## src/look_at_view_matrix_macros.svh

```systemverilog
// assertion macros for the look-at view matrix block
`ifndef LOOK_AT_VIEW_MATRIX_MACROS_SVH
`define LOOK_AT_VIEW_MATRIX_MACROS_SVH

// same-cycle implication
`define LAVM_ASSERT_NOW(lbl, ante, cons, msg) \
  lbl: assert property (@(posedge clk) disable iff (!rst_n) (ante) |-> (cons)) else $error(msg);

// next-cycle implication
`define LAVM_ASSERT_NEXT(lbl, ante, cons, msg) \
  lbl: assert property (@(posedge clk) disable iff (!rst_n) (ante) |=> (cons)) else $error(msg);

`endif

```

## src/lavm_pkg.sv

```systemverilog
// types and constants shared by the look-at view matrix block
package lavm_pkg;

  localparam int QUEUE_DEPTH = 2;
  localparam int UNIT_W      = 18;
  localparam int UP_W        = 19;
  localparam int VEC_W       = 49;
  localparam int MAG_W       = 48;
  localparam int NORM_BITS   = 30;
  localparam int SQ_W        = 63;
  localparam int ROOT_W      = 31;
  localparam int QUO_W       = 18;
  localparam int ACC_W       = 64;
  localparam int SQRT_STEPS  = 32;

  typedef struct packed {
    logic signed [31:0] eye_x;
    logic signed [31:0] eye_y;
    logic signed [31:0] eye_z;
    logic signed [31:0] target_x;
    logic signed [31:0] target_y;
    logic signed [31:0] target_z;
    logic signed [31:0] upvec_x;
    logic signed [31:0] upvec_y;
    logic signed [31:0] upvec_z;
  } in_item_t;

  typedef struct packed {
    logic signed [31:0] row0_x;
    logic signed [31:0] row0_y;
    logic signed [31:0] row0_z;
    logic signed [31:0] row0_shift;
    logic signed [31:0] row1_x;
    logic signed [31:0] row1_y;
    logic signed [31:0] row1_z;
    logic signed [31:0] row1_shift;
    logic signed [31:0] row2_x;
    logic signed [31:0] row2_y;
    logic signed [31:0] row2_z;
    logic signed [31:0] row2_shift;
  } out_item_t;

  typedef struct packed {
    logic [2:0][31:0] eye;
    logic [2:0][31:0] upv;
    logic [2:0][32:0] diff;
  } job_t;

  typedef struct packed {
    logic valid;
    job_t job;
  } job_req_t;

  typedef struct packed {
    logic valid;
    logic full;
  } q_status_t;

  typedef enum logic [3:0] {
    ST_IDLE,
    ST_ABS,
    ST_NORM,
    ST_SQ,
    ST_SQRT,
    ST_DIV,
    ST_CROSS,
    ST_UP,
    ST_SHIFT,
    ST_OUT
  } state_t;

  typedef enum logic {
    PH_FWD,
    PH_SIDE
  } phase_t;

endpackage

```

## src/lavm_queue.sv

```systemverilog
// short queue between front and back end
`include "look_at_view_matrix_macros.svh"
module lavm_queue import lavm_pkg::*; #(
  parameter int DEPTH = QUEUE_DEPTH
) (
  input  logic      clk,
  input  logic      rst_n,
  input  job_req_t  push,
  input  logic      pop,
  output q_status_t q_status,
  output job_t      rd_job
);

  localparam int PW = (DEPTH > 1) ? $clog2(DEPTH) : 1;
  localparam int CW = $clog2(DEPTH + 1);

  job_t          mem [DEPTH];
  logic [PW-1:0] wr_ptr_r, wr_ptr_nxt;
  logic [PW-1:0] rd_ptr_r, rd_ptr_nxt;
  logic [CW-1:0] cnt_r, cnt_nxt;

  assign q_status.valid = (cnt_r != '0);
  assign q_status.full  = (cnt_r == CW'(DEPTH));
  assign rd_job         = mem[rd_ptr_r];

  assign wr_ptr_nxt = (wr_ptr_r == PW'(DEPTH - 1)) ? '0 : wr_ptr_r + 1'b1;
  assign rd_ptr_nxt = (rd_ptr_r == PW'(DEPTH - 1)) ? '0 : rd_ptr_r + 1'b1;

  always_comb begin
    cnt_nxt = cnt_r;
    if (push.valid && !pop) begin
      cnt_nxt = cnt_r + 1'b1;
    end else if (!push.valid && pop) begin
      cnt_nxt = cnt_r - 1'b1;
    end
  end

  always_ff @(posedge clk) begin
    if (!rst_n) begin
      wr_ptr_r <= '0;
      rd_ptr_r <= '0;
      cnt_r    <= '0;
    end else begin
      cnt_r <= cnt_nxt;
      if (push.valid) begin
        wr_ptr_r <= wr_ptr_nxt;
      end
      if (pop) begin
        rd_ptr_r <= rd_ptr_nxt;
      end
    end
  end

  always_ff @(posedge clk) begin
    if (push.valid) begin
      mem[wr_ptr_r] <= push.job;
    end
  end

  `LAVM_ASSERT_NOW(a_no_push_full, push.valid, !q_status.full, "push into full queue")
  `LAVM_ASSERT_NOW(a_no_pop_empty, pop, q_status.valid, "pop from empty queue")
  `LAVM_ASSERT_NEXT(a_cnt_up, push.valid && !pop, cnt_r == $past(cnt_r) + 1'b1,
                    "queue count did not rise on push")

endmodule

```

## config.mk

```make
export PLATFORM = sky130hd
export DESIGN_NAME = lavm_queue
export DESIGN_NICKNAME = d
export VERILOG_FILES = /design/src/lavm_pkg.sv /design/src/lavm_queue.sv
export VERILOG_INCLUDE_DIRS = /design/src /design/src/src
export SDC_FILE = /design/constraint.sdc
export NUM_CORES = 1
export LEC_CHECK = 0
export CAP_MARGIN = 20
export CORE_AREA = 2 2 226 228
export DETAILED_ROUTE_END_ITERATION = 6
export DIE_AREA = 0 0 228 230
export DONT_BUFFER_PORTS = 1
export PLACE_DENSITY = 0.69
export SETUP_SLACK_MARGIN = 0.5
export SYNTH_ARGS = -nofsm -noshare
export SYNTH_HDL_FRONTEND = slang
export SYNTH_SLANG_ARGS = --single-unit
```

## constraint.sdc

```tcl
create_clock -name clk -period 13.58 [get_ports clk]
set_input_delay 0 -clock clk [delete_from_list [all_inputs] [get_ports clk]]
set_output_delay 0 -clock clk [all_outputs]
set_load 0.005 [all_outputs]
```

Word-level counts from Yosys, hierarchy flattened:

Memories as Yosys holds them, arrays and structs flattened. A register that Yosys moved wholly into a read port is not among the register bits.
Index checks and enable logic that the tools add are counted.

* mux-type cells: 8
* shifts and indexed selects: 0
* $mul: 0
* bitwise logic cells: 0
* reductions and logical operators: 6
* order comparisons: 0
* add/sub/neg operators: 4
* equality and inequality tests: 1
* div/mod/pow operators: 0

Operator list (number)
* two-way mux 1 bit: 6
* two-way mux 2 bit: 2
* nonzero test 2 bit: 2
* adder 1 bit (second input constant): 2
* adder 2 x 1 -> 2 bit (second input constant): 1
* equality test 2 bit (second input constant): 1
* logical AND 1 bit: 2
* zero test 1 bit: 2
* subtractor 2 x 1 -> 2 bit (second input constant): 1

* bits in read-only memories: 0
* output and inout bits: 293
* memories kept: 1
* latch bits: 0
* register bits: 4
* memory bits (writable): 582

Memory list
* mem: depth 2, bits a word 291, rd ports 1, clocked after Yosys merged registers in 1, wr ports 1, line lavm_queue.sv:17 `job_t mem [DEPTH];`

Longest topological paths before layout:

Gate-level depths: netlist of run 1.

* depth in word-level cells: 4
* depth in mapped cells: 5
* depth with buffers taken out: 5

Least setup slack after synthesis of run 1:

OpenSTA, ideal clock, no wires.

* path type: reg2reg
* start point: register wr_ptr_r
* end point: register wr_ptr_r
* arrival time: 14.018 ns
* path buffers: 0
* path slack: -0.556 ns
* cell stages (with the launch flop): 3
* cells stage by stage: dfxtp_1 nor2b_1 o21a_1

* longest elaborated chain between the ends: 2

Ends and longest elaborated chain
* start: declaration: line lavm_queue.sv:18 `logic [PW-1:0] wr_ptr_r, wr_ptr_nxt;`
* start signal: assignment: line lavm_queue.sv:46 `wr_ptr_r <= wr_ptr_nxt;`
* adder 1 bit: line lavm_queue.sv:26 `assign wr_ptr_nxt = (wr_ptr_r == PW'(DEPTH - 1)) ? '0 : wr_ptr_r + 1'b1;`
* two-way mux 1 bit (*): line lavm_queue.sv:26

Mark *: on every way between the ends. The rest lies on a longest branch, timed or not.
A chain may end at the register's enable or synchronous reset.

==> qor.txt, run 1 <==
Final hold violation count: 0
Gate power share: 0.081
Drt wl/cell: 24.0 um
Crit path top cell by count: buf_4
Die width: 228 um
Drt total wl: 47600 um
Slowest stage cell, crit path: buf_4
Area growth syn-to-layout: 25.0%
Vias in the first global route: 10900
Worst skew pair latency: 0.58 ns
Number of cell rows: 82
Largest net degree at the start of global routing: 76
Period Utilization, post-route: 0.265
Area of the core: 0.0499 mm2
Peak Freq: 0.278 GHz
Net Switching: 0.846 mW
Fin. max-slew vios: 0
Crit path largest cell delay: 0.85 ns
Reg clk slew, reported paths: 0.07 ns
Leak: 8.85 nW
VDD IR-drop max: 129 uV
Pwr dens: 149 mW/mm2
CTS tree: built
Register area share after synthesis: 0.821
Antenna violations before repair: 5
Post-synth top area cell: edfxtp_1
Max_slew headroom: 0.335
Switching Fraction: 0.211
Syn Area/Cell: 23.1 um2
Post-Syn Nets: 1223
Worst Max-Slew Pin Slew: 0.998 ns
#FFs+latches synth: 587
DR pass1 iterations: 4
Fraction of layout cells with a size suffix above 1: 0.302
Final min period: 3.60 ns
Remaining DRCs: 0
Skew final: 0.0139 ns
RePlAce Congestion: 0.878
Gate Count Post-Synth: 927
Final ANT Viol Nets: 0
Ports: 588
CTS Buffer Depth: 3
Final nets: 1557
Hold Crit Class: in -> reg
Crit-path max FO: 74
Die area: 0.0524 mm2
Starting density of the core: 0.429
Post-CTS Resized: 0
CTS root buffer: clkbuf_16
GRT overflow: 0
First-pass GRT wire length: 69600 um
Unique masters post-synth: 16
Crit path cell chain: buf_4 > buf_4 > mux2_2
Share of the synthesized area in the top cell type: 0.816
DR iter-0 viols: 604
Setup Crit Path Kind: reg -> out
Yosys warnings: 0
Number of synthesized flops with an enable pin: 582
Req. time, crit path: 13.58 ns
Post-CTS setup buffers: 0
Post-Layout Cell Count: 1983
DP HPWL: 29700 um
Synth cell count leaders: edfxtp_1 (582), mux2_2 (291), clkbuf_8 (29), dfxtp_1 (5), and2_1 (4)
Clock sinks: 587
CP Capture Type: primary output
Sequential power share: 0.532
Post-synthesis async set-or-reset flop share: 0
Via count: 10200
Most frequent cell after synthesis: edfxtp_1
Unrepaired setup endpoints after global routing: no
Top FF cell, synth: edfxtp_1
Crit path arrival time: 3.60 ns
Vias/cell: 5.13
DIE HEIGHT: 230 um
Post-Place Cells: 1579
Startpoint Class: flip-flop
TritonCTS Buffers: 56
Pint: 3.15 mW
Status: finished clean
Clock Power Share: 0.386
Setup slack, reg-to-reg: 10.39 ns
Area contributors post-synth: edfxtp_1 (82%), mux2_2 (15%), clkbuf_8 (1.9%)
IO Port Bufs: 0
Final setup viols: 0
Syn Std Cell Area: 0.0214 mm2
Max-cap violations: 0
Total Neg Setup Slack: 0 ns
CTS HTree Levels: 2
Total global-route track usage: 0.176
critical path, delay by kind of cell (launching register included):
family   cells  cell delay, ns
flops        1            0.78
mux          1            0.44
buf+inv      2            1.65
power by group through the flow:
stage | Combinational, mW | Sequential [mW] | Clock [mW]
4_1_cts | 0.324 | 2.13 | 1.57
2_1_floorplan | 0.202 | 2.17 | 0
3_5_place_dp | 0.236 | 2.17 | 0
3_3_place_gp | 0.234 | 2.16 | 0
5_1_grt | 0.345 | 2.14 | 1.64
6_report | 0.326 | 2.13 | 1.55
sequential cells by signal, summed over array words and instances, names as in the netlist, named ones only:
signal / flops
cnt_r: 2
mem: 582
rd_ptr_r: 1
wr_ptr_r: 1
repair_timing:
action | CTS | global route
setup endpoints to repair | 0 | 0
hold endpoints to repair | 598 | 0
hold buffers | 296 | 0
layout by cell type (no fill, tap or decap), types with 2 or more instances in the layout:
cell and count:
and2_1 3, buf_4 11, bufinv_16 7, clkbuf_1 4, clkbuf_16 57, clkinv_1 12, clkinv_2 12, clkinvlp_4 8
dfxtp_1 4, diode_2 5, dlygate4sd3_1 296, edfxtp_1 582, inv_6 2, mux2_2 291, nor2b_1 2, xor2_1 2
through the flow:
stage / hold slack, ns / cell area [um2] / utilization / power (mW) / worst slack (ns)
after floorplan: 0.0989 / 21400 / - / 2.37 / 5.20
after global placement: 0.0989 / 21900 / 0.439 / 2.40 / 10.43
after detailed placement: 0.0989 / 21900 / 0.440 / 2.40 / 10.42
after CTS: 0.0151 / 26700 / 0.536 / 4.02 / 9.94
after global routing: 0.0303 / 26800 / 0.537 / 4.13 / 9.74
final: 0.0421 / 26800 / 0.537 / 4.00 / 9.98
cell type report:
| cell class | instances | area (um2) |
|---|---|---|
| antenna | 5 | 12.5 |
| clock buffer | 61 | 1440 |
| clock inverter | 42 | 402 |
| fill | 3695 | 23100 |
| inverter | 1 | 3.75 |
| multi-input combinational | 307 | 3400 |
| sequential | 587 | 17600 |
| tap | 672 | 841 |
| timing repair buffer | 308 | 3070 |
cell families (layout without fill, tap and decap cells):
kind of cell,Yosys count,in the layout,synth area share
DFF,587,587,0.821
AOI/OAI and AO/OA,3,3,0.000935
and+or+nand+nor,9,9,0.00263
xor gates and xnor gates,3,3,0.00123
muxes,291,291,0.153
other,0,5,0
buffers and inverters,33,412,0.0204
adders and majority gates,1,1,0.000584
path summary, 6_finish.rpt:
path / from / end / cells after the start
worst max-delay path: flip-flop / rd_job[66] / 3
worst min-delay path: push[291] / mem[1][215] / 1
worst max register to register: wr_ptr_r / mem[1][273] / 3
worst min register to register: cnt_r[1] / cnt_r[1] / 2
layer usage:
metal	wire (um)	GRT usage
met1	16100	0.186
met2	25600	0.321
met3	4580	0.0687
met4	1390	0.0607
met5	0	0
Power figures use the tool's default switching activity.
==> run 2: changes to the inputs <==
--- a/config.mk
+++ b/config.mk
@@ -11,7 +11,7 @@
 export DETAILED_ROUTE_END_ITERATION = 6
 export DIE_AREA = 0 0 228 230
 export DONT_BUFFER_PORTS = 1
-export PLACE_DENSITY = 0.69
+export PLACE_DENSITY = 0.67
 export SETUP_SLACK_MARGIN = 0.5
 export SYNTH_ARGS = -nofsm -noshare
 export SYNTH_HDL_FRONTEND = slang
==> constraint.sdc (replaced) <==
create_clock -name clk -period 3.7 [get_ports clk]
set_input_delay 0 -clock clk [delete_from_list [all_inputs] [get_ports clk]]
set_output_delay 0 -clock clk [all_outputs]
set_load 0.005 [all_outputs]
==> run 2 against run 1 <==
Register-to-register slack got worse by 8.6 ns. Critical path depth fell by 1. First-iteration DRC count is 9.6% lower. Combinational power grew to 3.8 times the previous value. Worst setup slack lost 8.6 ns. Count of clock-buffer cells in the layout is 6 higher. Global-route usage shrank 0.28 points. Power increased to 3.6 times the previous value. Sequential power grew to 3.7 times the previous value. Wire length is 1.2% lower. Die area stayed put. Via count is 1.2% lower. Critical path type unchanged. Largest cell class unchanged. Highest routed layer is now met5.
==> qor.txt, run 2 (synthesis results as in run 1) <==
DR iter-0 viols: 546
Cell Area, Placed: 0.0221 mm2
Drt total wl: 47100 um
GRT overflow: 0
Vias in the first global route: 11000
Largest net degree at the start of global routing: 116
Total global-route track usage: 0.174
Startpoint Class: flip-flop
Final nets: 1561
Peak Freq: 0.427 GHz
Switching Fraction: 0.212
Crit path cell chain: buf_12 > mux2_2
Crit path arrival time: 2.34 ns
Post-Layout Cell Count: 1986
Final ANT Viol Nets: 0
CTS tree: built
Number of cell rows: 82
Pint: 11.3 mW
Fraction of layout cells with a size suffix above 1: 0.298
Reg clk slew, reported paths: 0.06 ns
FF-to-FF path depth: 2
Starting density of the core: 0.429
IO Port Bufs: 0
Via count: 10000
CP Capture Type: primary output
Area of the core: 0.0499 mm2
Drt wl/cell: 23.7 um
Total Neg Setup Slack: 0 ns
DP HPWL: 30000 um
Max_slew headroom: 0.457
Post-CTS Resized: 0
DR pass1 iterations: 4
Setup Crit Path Kind: reg -> out
Req. time, crit path: 3.70 ns
Area growth syn-to-layout: 24.9%
Worst skew pair latency: 0.59 ns
Ports: 588
Period Utilization, post-route: 0.633
RePlAce Congestion: 0.801
Clock sinks: 587
Commonest non-fill, non-tap cell in the layout: edfxtp_1
Sequential power share: 0.545
Final Cell Area: 0.0267 mm2
Post-Place Cells: 1586
# hold bufs at CTS: 295
CTS HTree Levels: 2
Final setup viols: 0
Crit path largest cell delay: 0.87 ns
Pwr dens: 536 mW/mm2
Status: finished clean
Most frequent cells in the layout: edfxtp_1 (582), dlygate4sd3_1 (295), mux2_2 (291)
Crit-path max FO: 60
Gate power share: 0.086
Vias/cell: 5.06
Antenna violations before repair: 9
Post-CTS setup buffers: 0
VDD IR-drop max: 427 uV
Leak: 8.85 nW
Hold depth: 1
CTS root buffer: clkbuf_16
Skew final: 0.0174 ns
Max-cap violations: 0
Most flops, register: mem
Number of flip-flops in the largest register: 582
CTS Buffer Depth: 3
Worst Max-Slew Pin Slew: 0.814 ns
DIE HEIGHT: 230 um
Die width: 228 um
TritonCTS Buffers: 54
First-pass GRT wire length: 68500 um
Slowest stage cell, crit path: dfxtp_4
Final hold violation count: 0
Remaining DRCs: 0
Hold Crit Class: in -> reg
Net Switching: 3.03 mW
Regs by FF count: mem (582), cnt_r (2)
Final min period: 2.34 ns
Clock Power Share: 0.369
Unrepaired setup endpoints after global routing: no
Die area: 0.0524 mm2
Fin. max-slew vios: 0
## run 2: worst max-delay path: cells and delay by family (launching register included)
kind | cells | cell delay [ns]
muxes | 1 | 0.42
buffers and inverters | 1 | 0.38
DFF | 1 | 0.87
## run 2: layout make-up
type | count | area, um2
Fill cell | 3750 | 23100
Tap cell | 672 | 841
Inverter | 1 | 3.75
Sequential cell | 587 | 17600
Multi-Input combinational cell | 307 | 3400
Antenna cell | 7 | 17.5
Clock buffer | 67 | 1460
Clock inverter | 31 | 223
Timing Repair Buffer | 314 | 3210
## run 2: per-layer routing
| metal | track usage | wire, um | up-vias |
|---|---|---|---|
| met4 | 0.0856 | 2050 | 4 |
| met3 | 0.0645 | 4440 | 120 |
| li1 | - | - | 4393 |
| met1 | 0.186 | 16500 | 5037 |
| met2 | 0.303 | 24100 | 490 |
| met5 | 0 | 24 | - |
## run 2: path summary, 6_finish.rpt
| kind | start | end | slack (ns) |
|---|---|---|---|
| max | flip-flop | rd_job[19] | 1.36 |
| min reg2reg | cnt_r[1] | cnt_r[1] | 0.51 |
| min | push[87] | mem[1][87] | 0.07 |
| max reg2reg | wr_ptr_r | mem[1][66] | 1.84 |
## run 2: metrics by stage
step                       util  hold slack [ns]  power [mW]  setup WS, ns
final                     0.536           0.0695        14.3          1.36
after global routing      0.536           0.0321        14.8          1.23
after CTS                 0.536           0.0153        14.4          1.26
after detailed placement  0.443           0.0989        8.86          1.83
after global placement    0.443           0.0989        8.84          1.84
after floorplan               -           0.0989        8.67         -1.35
## run 2: power by group through the flow
stage	Combinational, mW	Clock (mW)	Sequential [mW]
final	1.23	5.29	7.80
after global routing	1.30	5.65	7.83
after CTS	1.23	5.39	7.80
after detailed placement	0.911	0	7.95
after global placement	0.911	0	7.93
after floorplan	0.741	0	7.93
