**src/look_at_view_matrix_macros.svh**
```systemverilog
// assertion macros for the look-at view matrix block
`ifndef LOOK_AT_VIEW_MATRIX_MACROS_SVH
`define LOOK_AT_VIEW_MATRIX_MACROS_SVH

// same-cycle implication
`define LAVM_ASSERT_NOW(lbl, ante, cons, msg) \
  lbl: assert property (@(posedge clk) disable iff (!rst_n) (ante) |-> (cons)) else $error(msg);

// next-cycle implication
`define LAVM_ASSERT_NEXT(lbl, ante, cons, msg) \
  lbl: assert property (@(posedge clk) disable iff (!rst_n) (ante) |=> (cons)) else $error(msg);

`endif

```
**src/lavm_pkg.sv**
```systemverilog
// types and constants shared by the look-at view matrix block
package lavm_pkg;

  localparam int QUEUE_DEPTH = 2;
  localparam int UNIT_W      = 18;
  localparam int UP_W        = 19;
  localparam int VEC_W       = 49;
  localparam int MAG_W       = 48;
  localparam int NORM_BITS   = 30;
  localparam int SQ_W        = 63;
  localparam int ROOT_W      = 31;
  localparam int QUO_W       = 18;
  localparam int ACC_W       = 64;
  localparam int SQRT_STEPS  = 32;

  typedef struct packed {
    logic signed [31:0] eye_x;
    logic signed [31:0] eye_y;
    logic signed [31:0] eye_z;
    logic signed [31:0] target_x;
    logic signed [31:0] target_y;
    logic signed [31:0] target_z;
    logic signed [31:0] upvec_x;
    logic signed [31:0] upvec_y;
    logic signed [31:0] upvec_z;
  } in_item_t;

  typedef struct packed {
    logic signed [31:0] row0_x;
    logic signed [31:0] row0_y;
    logic signed [31:0] row0_z;
    logic signed [31:0] row0_shift;
    logic signed [31:0] row1_x;
    logic signed [31:0] row1_y;
    logic signed [31:0] row1_z;
    logic signed [31:0] row1_shift;
    logic signed [31:0] row2_x;
    logic signed [31:0] row2_y;
    logic signed [31:0] row2_z;
    logic signed [31:0] row2_shift;
  } out_item_t;

  typedef struct packed {
    logic [2:0][31:0] eye;
    logic [2:0][31:0] upv;
    logic [2:0][32:0] diff;
  } job_t;

  typedef struct packed {
    logic valid;
    job_t job;
  } job_req_t;

  typedef struct packed {
    logic valid;
    logic full;
  } q_status_t;

  typedef enum logic [3:0] {
    ST_IDLE,
    ST_ABS,
    ST_NORM,
    ST_SQ,
    ST_SQRT,
    ST_DIV,
    ST_CROSS,
    ST_UP,
    ST_SHIFT,
    ST_OUT
  } state_t;

  typedef enum logic {
    PH_FWD,
    PH_SIDE
  } phase_t;

endpackage

```
**src/lavm_front.sv**
```systemverilog
// front end: item intake and forward difference
module lavm_front import lavm_pkg::*; (
  input  logic      in_valid,
  output logic      in_stall,
  input  in_item_t  in_item,
  input  q_status_t q_status,
  output job_req_t  push
);

  assign in_stall   = q_status.full;
  assign push.valid = in_valid && !q_status.full;

  assign push.job.eye[0] = in_item.eye_x;
  assign push.job.eye[1] = in_item.eye_y;
  assign push.job.eye[2] = in_item.eye_z;
  assign push.job.upv[0] = in_item.upvec_x;
  assign push.job.upv[1] = in_item.upvec_y;
  assign push.job.upv[2] = in_item.upvec_z;
  assign push.job.diff[0] = 33'(in_item.target_x) - 33'(in_item.eye_x);
  assign push.job.diff[1] = 33'(in_item.target_y) - 33'(in_item.eye_y);
  assign push.job.diff[2] = 33'(in_item.target_z) - 33'(in_item.eye_z);

endmodule

```
**config.mk**
```make
export PLATFORM = sky130hd
export DESIGN_NAME = lavm_front
export DESIGN_NICKNAME = d
export VERILOG_FILES = /design/src/look_at_view_matrix_macros.svh /design/src/lavm_pkg.sv /design/src/lavm_front.sv
export SDC_FILE = /design/constraint.sdc
export NUM_CORES = 1
export LEC_CHECK = 0
export BUFFER_PORTS_ARGS = -buffer_cell sky130_fd_sc_hd__buf_4
export CAP_MARGIN = 10
export CORE_AREA = 3 3 229 231
export DETAILED_ROUTE_END_ITERATION = 6
export DIE_AREA = 0 0 232 234
export GPL_ROUTABILITY_DRIVEN = 0
export RECOVER_POWER = 25
export SLEW_MARGIN = 20
export SYNTH_ARGS = -nofsm -noshare
export SYNTH_HDL_FRONTEND = slang
export SYNTH_SLANG_ARGS = --single-unit
```
**constraint.sdc**
```tcl
create_clock -name vclk -period 8.9
set_input_delay 1.78 -clock vclk [all_inputs]
set_output_delay 1.78 -clock vclk [all_outputs]
set_load 0.03 [all_outputs]
```
After elaboration in Yosys (flattened, before gate mapping)
Cells that the tools add are included.
Widths: inputs -> output; s select.

word-level totals
  register bits = 0
  input bits = 291
  output and inout port bits = 293
  logic and storage cells = 5

cells by class
  add/subtract/negate cells = 3
  reductions and logical operators = 2

operators with widths
  cell               count
  $sub 32x32->33     3
  $logic_and 1x1->1  1
  $logic_not 1->1    1

Longest topological paths before layout
Gate-level depths: netlist (run 1).

  word-level depth = 2
  mapped depth = 11
  gate-level depth less buffers = 11

Worst setup path before layout (run 1)
OpenSTA, ideal clock, no wires.

  kind = input to output
  start = input in_item[225] (netlist bit)
  end = output push[64] (netlist bit)
  arrival = 5.056 ns
  required time = 7.120 ns
  slack = 2.064 ns
  stages on the path = 10
  path buffers = 0
  path through = inv_1 -> ha_1 -> nor2b_1 -> o21a_1 -> a311o_1 -> a22o_1 -> a21oi_1 -> o211ai_2 -> mux2i_1 -> a2111oi_0

RTL lines
  item         RTL line         text
  from (decl)  lavm_front.sv:5  input in_item_t in_item,
  to (decl)    lavm_front.sv:7  output job_req_t push

==> results by group, run 1 <==
Outcome
  – Outcome: completed

Timing
  – Least-Margin Pin Slew: 0.735 ns
  – Min Tclk post-route: 6.51 ns
  – # setup viols final: 0
  – Period utilization: 73.2%
  – Worst slew margin: 49.7%
  – RSZ-0062 raised after global routing: false
  – Setup TNS: 0 ns
  – Fmax: 154 MHz
  – Slew Viols, Final: 0
  – Final Hold Violating Endpoints: 0

Placed design
  – IO Port Bufs: 391
  – Dpl hpwl: 24300 um

GRT
  – First-pass GRT wire length: 39400 um
  – Largest net degree at the start of global routing: 10
  – Initial antenna violation count: 0
  – Number of global-route vias before repair: 7409
  – Total global-route track usage: 8.85%
  – Global route overflow: 0

Yosys
  – Synthesized instance count: 1003
  – Most numerous cell in the Yosys netlist: buf_4
  – Sequential fraction of the synthesis area: 0%
  – YS warnings: 0
  – Yosys cell types: 70
  – Yosys top cell by area: buf_4
  – Synth area leaders: buf_4 (21%), ha_1 (18%), inv_1 (6.8%), a21oi_1 (6.3%), xnor2_1 (6.2%)
  – Avg Synthesized Cell Area: 6.79 um2
  – Synth cell count leaders: buf_4 (193), inv_1 (124), ha_1 (96)
  – Top-area cell type share of the netlist area: 21.3%
  – Synthesized area: 6810 um2
  – Syn Nets: 1393

Finish
  – Fin nets: 1574
  – Reg area: 0 um2
  – Fillers: 5750
  – Multi-input gate area: 4820 um2
  – Antenna cells: 0
  – Area grow syn2layout: 33.1%
  – Layout cells sized above 1: 34.5%
  – Core Util, Final: 18.0%
  – FFs & Latches: 0
  – Clock buffer cells: 0

Die
  – Row count: 82
  – Die height: 234 um
  – Starting Density: 13.6%
  – Core ar.: 50300 um2
  – # IOs: 584
  – Die Width: 232 um
  – Total Die Area: 54300 um2

Routing
  – Routed length per instance: 14.5 um
  – Final WL: 26900 um
  – First-pass iteration count of the detailed router: 6
  – Met1 wire length: 10200 um
  – DR vias: 7422
  – Met3 WL: 2190 um
  – Top layer used by detailed routing: met4
  – DRC Markers: 0
  – Initial DRC count: 270
  – Post-route ant nets: 0
  – Vias per cell: 4.00
  – DR WL met2: 13600 um

Critical path
  – Max FO, Critical Path: 4
  – CP startpoint kind: input port
  – Critical path class: in2out
  – Kind of end point of the critical path: primary output
  – Crit path DAT: 4.73 ns
  – CP Data Required Time: 7.12 ns

Min path
  – Hold Path End: push[103]
  – HP Class: in2out
  – WHS Path Cells: 0
  – Hold path startpoint: in_item[68]

CTS
  – Post-CTS Setup Bufs: 0
  – Post-CTS sizing: 0
  – CTS Hold Bufs: 0

Pwr
  – Maximum vdd drop: 0.0514 mV
  – Pwr Density: 105 nW/um2
  – Leakage power: 4.70 nW

Run
  – Max_cap viols: 0
[metrics by stage]
step           std cells  hold slack [ns]  cell area, um2  setup slack (ns)  total power, mW
6_report            1854             3.56            9070              2.39            0.950
5_1_grt             1854             3.56            9070              2.15             1.02
4_1_cts             1854             3.56            9070              2.34            0.954
3_5_place_dp        1854             3.56            9070              2.35            0.950
3_3_place_gp        1854             3.56            9070              2.42            0.944
2_1_floorplan       1003             3.67            6810              2.06            0.693
[worst max-delay path, cell delays in order]
cell	delay, ns
buf_4	0.07
inv_1	0.03
ha_1	0.21
fa_1	0.43
nor2b_1	0.14
o21ai_1	0.08
a21oi_1	0.30
o31ai_1	0.13
buf_4	0.17
a31o_2	0.29
nor2b_1	0.19
o31ai_1	0.29
xor2_1	0.37
buf_4	0.24
[metal layers]
metal	track usage (%)	vias to the layer above
met4	2.69	0
met1	9.82	3405
met3	2.20	52
met5	0	-
li1	-	3605
met2	16.5	360
[report_power, final]
group / switching (mW) / internal [mW] / leakage [nW]
logic: 0.580 / 0.371 / 4.70
clock network: 0 / 0 / 0
registers: 0 / 0 / 0
total: 0.580 / 0.371 / 4.70
[worst max-delay path by stage]
stage | cells after the start | slack (ns) | from | endpoint
detailed placement | 13 | 2.35 | in_item[160] | push[28]
finish | 14 | 2.39 | in_item[96] | push[90]
global placement | 14 | 2.42 | in_item[96] | push[90]
CTS | 13 | 2.34 | in_item[160] | push[28]
global route | 13 | 2.15 | in_item[160] | push[28]
floorplan | 10 | 2.06 | in_item[225] | push[64]
[placed cells by master, fill, tap and decap left out, types with 3 or more instances in the layout]
cell,instances
buf_4,392
inv_1,124
ha_1,96
a21oi_1,86
nand2_1,64
nor2_1,48
o21ai_0,48
xnor2_1,48
a21o_1,44
xor2_1,32
nand3_1,20
nand4_1,17
nor2b_1,16
o21a_1,16
o211ai_1,10
o21bai_1,10
and3_1,8
o31ai_1,7
nor3_1,7
a31oi_1,7
nand2b_1,7
a211oi_1,6
a21boi_0,4
or3_1,3
o21ai_1,3
nor3b_1,3
a311oi_1,3
fa_1,3
[kinds of logic (layout without fill, tap and decap cells)]
| logic type | Yosys count | after routing | share of synthesized area, % |
|---|---|---|---|
| buffers and inverters | 337 | 516 | 29.2 |
| AOI/OAI and AO/OA | 280 | 280 | 27.2 |
| and+or+nand+nor | 205 | 205 | 14.5 |
| adders and majority gates | 99 | 99 | 18.5 |
| xor gates and xnor gates | 80 | 80 | 10.3 |
| muxes | 2 | 2 | 0.294 |
[final cells by class]
| cell class | instances | share of cell area [%] |
|---|---|---|
| Tap cell | 672 | 9.27 |
| Timing Repair Buffer | 392 | 32.4 |
| Inverter | 124 | 5.13 |
| Multi-Input combinational cell | 666 | 53.2 |
Power figures use the tool's default switching activity.
==> run 2: changes to the inputs <==
- ABC_AREA: default -> 1
- CORE_AREA: 3 3 229 231 -> 3 3 224 226
- DIE_AREA: 0 0 232 234 -> 0 0 227 229
- clock period: 8.9 -> 5.65 ns (I/O delays scaled with it)
==> run 2 against run 1 <==
  * Critical path depth is 2 higher
  * Via count rose by 41%
  * Worst hold slack got worse by 1.3 ns
  * Cell count grew 45%
  * Critical path type unchanged
  * Routed wire length is 23% higher
  * Synthesized cell count is 86% higher
  * Core utilization up 5.5 points
==> results by group, run 2 <==
Yosys
  – Synthesized instance count: 1870 (+86%)
  – Synth area leaders: nand2_1 (31%), inv_1 (20%), buf_4 (16%), ha_1 (13%), nor2_1 (5.1%)
  – Synthesized area: 9180 um2 (+35%)
  – Yosys cell types: 20 (-71%)
  – YS warnings: 0 (unchanged)
  – Top-area cell type share of the netlist area: 30.6% (+9.3 points)
  – Most numerous cell in the Yosys netlist: nand2_1
  – Synth cell count leaders: nand2_1 (748), inv_1 (477), buf_4 (194)
  – Sequential fraction of the synthesis area: 0% (unchanged)
  – Avg Synthesized Cell Area: 4.91 um2 (-28%)
  – Yosys top cell by area: nand2_1
  – Syn Nets: 2260 (+62%)

Critical path
  – CP startpoint kind: input port
  – Kind of end point of the critical path: primary output
  – Max FO, Critical Path: 3 (-1)
  – Most frequent CP cell: nand2_1
  – CP Data Required Time: 4.52 ns (-2.60 ns)
  – Critical path class: in2out
  – Crit path DAT: 2.99 ns (-1.74 ns)
  – Slowest-stage cell, CP: fa_1
  – Crit path cell chain: buf_4 > inv_1 > ha_1 > fa_1 > inv_1 > nand2_1 > nand2_1 > nand3_1 > nand2_2 > nand2_1 > nand2_2 > nand2_1 > nand2_1 > nand2_1 > nand2_1 > buf_4
  – Largest stage delay, worst path: 0.43 ns (about the same)

Finish
  – Fin nets: 2459 (+56%)
  – Multi-input gate area: 5930 um2 (+23%)
  – Most common cell after layout, fill and taps aside: nand2_1
  – Finished Layout Cells: 2689 (+45%)
  – Layout cells sized above 1: 20.0% (-15 points)
  – Most frequent cells in the layout: nand2_1 (748), inv_1 (477), buf_4 (391)
  – Antenna cells: 0 (unchanged)
  – Area grow syn2layout: 24.6%
  – FFs & Latches: 0 (unchanged)
  – Reg area: 0 um2 (unchanged)
  – Fillers: 5769 (+0.33%)
  – Clock buffer cells: 0 (unchanged)

Pwr
  – Pwr Density: 139 nW/um2 (+32%)
  – Maximum vdd drop: 0.0702 mV (+37%)
  – Leakage power: 7.94 nW (+69%)

Routing
  – Post-route ant nets: 0 (unchanged)
  – DR vias: 10475 (+41%)
  – Final WL: 33100 um (+23%)
  – DRC Markers: 0 (unchanged)
  – Vias per cell: 3.90 (-2.7%)
  – Routed length per instance: 12.3 um (-15%)
  – First-pass iteration count of the detailed router: 5 (-1)
  – Initial DRC count: 512 (+90%)

Outcome
  – Outcome: completed

Die
  – Core ar.: 48500 um2 (-3.4%)
  – Starting Density: 18.9% (+5.3 points)
  – # IOs: 584 (unchanged)
  – Row count: 81 (-1.2%)
  – Die height: 229 um (-2.1%)
  – Die Width: 227 um (-2.2%)
  – Total Die Area: 52000 um2 (-4.2%)

Min path
  – WHS Path Cells: 0 (unchanged)
  – Hold Path End: push[101]
  – HP Class: in2out
  – Hold path startpoint: in_item[66]

Timing
  – Final Hold Violating Endpoints: 0 (unchanged)
  – # setup viols final: 0 (unchanged)
  – Min Tclk post-route: 4.12 ns
  – Least-Margin Pin Slew: 0.298 ns (-0.437 ns)
  – Slew Viols, Final: 0 (unchanged)
  – RSZ-0062 raised after global routing: false
  – Worst slew margin: 80.1% (+30 points)
  – Fmax: 243 MHz
  – Hold slack: 2.26 ns (-1.30 ns)
  – Setup TNS: 0 ns (unchanged)
  – Period utilization: 73.0%

GRT
  – Total global-route track usage: 11.7% (+2.8 points)
  – Number of global-route vias before repair: 9507 (+28%)
  – First-pass GRT wire length: 49200 um (+25%)
  – Initial antenna violation count: 0 (unchanged)
  – Largest net degree at the start of global routing: 8 (-2)
  – Global route overflow: 0 (unchanged)

CTS
  – Post-CTS Setup Bufs: 0 (unchanged)
  – Post-CTS sizing: 0 (unchanged)
  – CTS Hold Bufs: 0 (unchanged)

Placed design
  – Dpl hpwl: 30400 um (+25%)
  – IO Port Bufs: 391 (unchanged)
  – Cell count after placement: 2689 (+45%)

Run
  – Max_cap viols: 0 (unchanged)
-- run 2: cell types whose count changed in the layout (fill, tap and decap cells not counted), moves of 42 or more --
cell     before  now
nand3_1      20   67
xnor2_1      48    6
o21ai_0      48    0
inv_1       124  477
nand2_1      64  748
nor2_1       48  125
-- run 2: worst max-delay path by stage --
stage            startpoint  endpoint  slack [ns]  cells after the start
2_1_floorplan   in_item[96]  push[82]        1.77                     11
3_3_place_gp    in_item[96]  push[90]        1.52                     16
3_5_place_dp   in_item[128]  push[45]        1.53                     13
4_1_cts         in_item[96]  push[90]        1.52                     16
5_1_grt         in_item[96]  push[90]        1.33                     16
6_report       in_item[128]  push[65]        1.53                     16
-- run 2: per-stage QoR --
| stage | util, % | total power, mW | area [um2] | setup WS (ns) |
|---|---|---|---|---|
| global route | 23.6 | 1.73 | 11400 | 1.33 |
| floorplan | - | 1.16 | 9180 | 1.77 |
| detailed placement | 23.6 | 1.59 | 11400 | 1.53 |
| global placement | 23.6 | 1.59 | 11400 | 1.52 |
| CTS | 23.6 | 1.60 | 11400 | 1.52 |
| finish | 23.6 | 1.58 | 11400 | 1.53 |
-- run 2: cell type report --
cell class	count	share of cell area, %
inverters	477	15.7
repair buffers	391	25.7
multi-input cells	1199	51.9
well taps	622	6.81
-- run 2: kinds of logic (layout without fill, tap and decap cells) --
logic type / Yosys count / count (layout) / share of synthesized area [%]
AOI/OAI and AO/OA: 67 / 67 / 3.86
xor gates and xnor gates: 45 / 45 / 4.30
adders and majority gates: 99 / 99 / 13.7
buffers and inverters: 671 / 868 / 35.4
and+or+nand+nor: 988 / 988 / 42.7
-- run 2: per-layer routing --
| metal | up-vias | GRT usage, % | share of wire (%) |
|---|---|---|---|
| met2 | 395 | 20.9 | 47 |
| met3 | 80 | 1.88 | 8.0 |
| met5 | - | 0 | 0 |
| li1 | 5637 | - | - |
| met4 | 0 | 3.55 | 3.5 |
| met1 | 4363 | 14.2 | 42 |
-- run 2: power breakdown --
part           internal [mW]  switching, mW
combinational          0.570           1.01
sequential                 0              0
clock                      0              0
-- run 2: critical path: cells and delay by family --
kind	cells	cell delay, ns
adder cells (fa/ha/maj)	2	0.64
buffers and inverters	4	0.40
AND/OR/NAND/NOR	10	0.82
==> run 3: changes to the inputs <==
- ABC_AREA: 1 -> 0
- clock period: 5.65 -> 4.1 ns (I/O delays scaled with it)
==> run 3 against run 2 <==
  * Worst setup slack worse by 1.5 ns
  * Flip-flop and latch count did not move
  * Largest power group unchanged
  * Highest routed layer unchanged
  * Core utilization is 2.1 points lower
  * Worst hold slack worse by 0.62 ns
  * Non-clock buffer count is 110 higher
  * Total power rose by 47%
  * Critical endpoint is now push[30]
  * Sequential share of layout area stayed put
  * Combinational power increased by 47%
==> results by group, run 3 (synthesis results as in run 1) <==
Finish
  – Area grow syn2layout: 52.8%
  – Layout cells sized above 1: 45.6% (+26 points)
  – Most frequent cells in the layout: buf_4 (489), inv_1 (116), ha_1 (84)
  – Clock buffer cells: 0 (unchanged)
  – FFs & Latches: 0 (unchanged)
  – Antenna cells: 0 (unchanged)
  – Fin nets: 1683 (-32%)
  – Fillers: 5373 (-6.9%)
  – Core Util, Final: 21.5% (-2.1 points)
  – Finished Layout Cells: 1913 (-29%)
  – Reg area: 0 um2 (unchanged)
  – Design area: 10400 um2 (-8.9%)
  – Most common cell after layout, fill and taps aside: buf_4

GRT
  – Largest net degree at the start of global routing: 10 (+2)
  – Initial antenna violation count: 1 (+1)
  – Total global-route track usage: 9.57% (-2.1 points)
  – Number of global-route vias before repair: 7942 (-16%)
  – Global route overflow: 0 (unchanged)
  – First-pass GRT wire length: 40800 um (-17%)

Critical path
  – Critical path class: in2out
  – Max FO, Critical Path: 3 (unchanged)
  – Kind of end point of the critical path: primary output
  – CP startpoint kind: input port
  – CP Data Required Time: 3.28 ns (-1.24 ns)
  – Crit path DAT: 3.27 ns (+0.28 ns)

Die
  – Die height: 229 um (unchanged)
  – Starting Density: 14.0% (-4.9 points)
  – Row count: 81 (unchanged)
  – Die Width: 227 um (unchanged)
  – Total Die Area: 52000 um2 (unchanged)
  – Core ar.: 48500 um2 (unchanged)
  – # IOs: 584 (unchanged)

Timing
  – RSZ-0062 raised after global routing: true
  – Slew Viols, Final: 0 (unchanged)
  – Period utilization: 99.7%
  – Worst slew margin: 72.1% (-7.9 points)
  – Hold slack: 1.64 ns (-0.620 ns)
  – Fmax: 245 MHz
  – Least-Margin Pin Slew: 0.417 ns (+0.119 ns)
  – Final Hold Violating Endpoints: 0 (unchanged)
  – # setup viols final: 0 (unchanged)
  – Min Tclk post-route: 4.09 ns

Placed design
  – Cell count after placement: 1895 (-30%)
  – Area post-placement: 9720 um2 (-15%)
  – IO Port Bufs: 391 (unchanged)
  – Dpl hpwl: 24500 um (-19%)

Routing
  – DR vias: 7884 (-25%)
  – DRC Markers: 0 (unchanged)
  – Final WL: 27900 um (-16%)
  – Routed length per instance: 14.6 um (+18%)
  – Post-route ant nets: 0 (unchanged)
  – Vias per cell: 4.12 (+5.8%)
  – First-pass iteration count of the detailed router: 5 (unchanged)
  – Initial DRC count: 352 (-31%)

Pwr
  – Total power: 2.33 mW (+47%)
  – Pwr Density: 224 nW/um2 (+62%)
  – Leakage power: 5.33 nW (-33%)
  – Maximum vdd drop: 0.112 mV (+60%)

Outcome
  – Outcome: completed

Run
  – Max_cap viols: 0 (unchanged)

Min path
  – HP Class: in2out
-- run 3: changes by cell type in the layout (fill, tap and decap cells not counted), moves of 37 or more --
cell     previous run  this run
o21ai_0             0        38
nor2_1            125        47
buf_4             391       489
a21o_1              3        44
inv_1             477       116
xnor2_1             6        43
nand3_1            67        18
nand2_1           748        64
-- run 3: area by class of cell --
cell class / instances / area (um2) / share of cell area, %
inverter: 124 / 473 / 4.54
multi-input combinational: 666 / 5340 / 51.3
tap: 622 / 778 / 7.47
timing repair buffer: 501 / 3820 / 36.7
-- run 3: power breakdown --
part	switching (mW)	total (mW)	internal, mW
combinational	1.35	2.33	0.984
clock	0	0	0
sequential	0	0	0
total	1.35	2.33	0.984
-- run 3: critical path, cell delays in order --
cell and delay, ns:
buf_8 0.10, ha_4 0.15, fa_2 0.37, nand2b_4 0.17, a21oi_4 0.18, o21ai_4 0.10
a311oi_2 0.24, buf_4 0.17, a211oi_4 0.07, buf_4 0.15, o2bb2ai_4 0.14, o31a_1 0.27
xnor2_2 0.18, buf_6 0.15
-- run 3: worst paths after layout --
| kind | start | to | slack [ns] | cells past startpoint |
|---|---|---|---|---|
| worst min-delay path | in_item[84] | push[119] | 1.64 | 0 |
| worst max-delay path | in_item[256] | push[30] | 0.01 | 14 |
-- run 3: routing by layer --
metal | vias to the layer above | GRT usage, % | share of wire [%]
li1 | 3837 | - | -
met1 | 3616 | 10.4 | 37
met2 | 368 | 18.5 | 52
met5 | - | 0 | 0
met4 | 0 | 3.04 | 3.3
met3 | 63 | 1.73 | 7.2
-- run 3: through the flow --
step | TNS, ns | worst slack, ns
after floorplan | -0.0364 | -0.0364
after global placement | -3.93 | -0.402
after detailed placement | -4.38 | -0.421
after CTS | 0 | 0.00266
after global routing | -0.234 | -0.0927
final | 0 | 0.0105
-- run 3: repair_timing --
action / 4_1_cts / 5_1_grt
setup buffers: 10 / 8
endpoints found under the hold margin: 0 / 0
gates cloned: 0 / 0
hold buffers: 0 / 0
gates resized for setup: 46 / 70
endpoints found under the setup margin: 27 / 37
pin swaps: 19 / 43
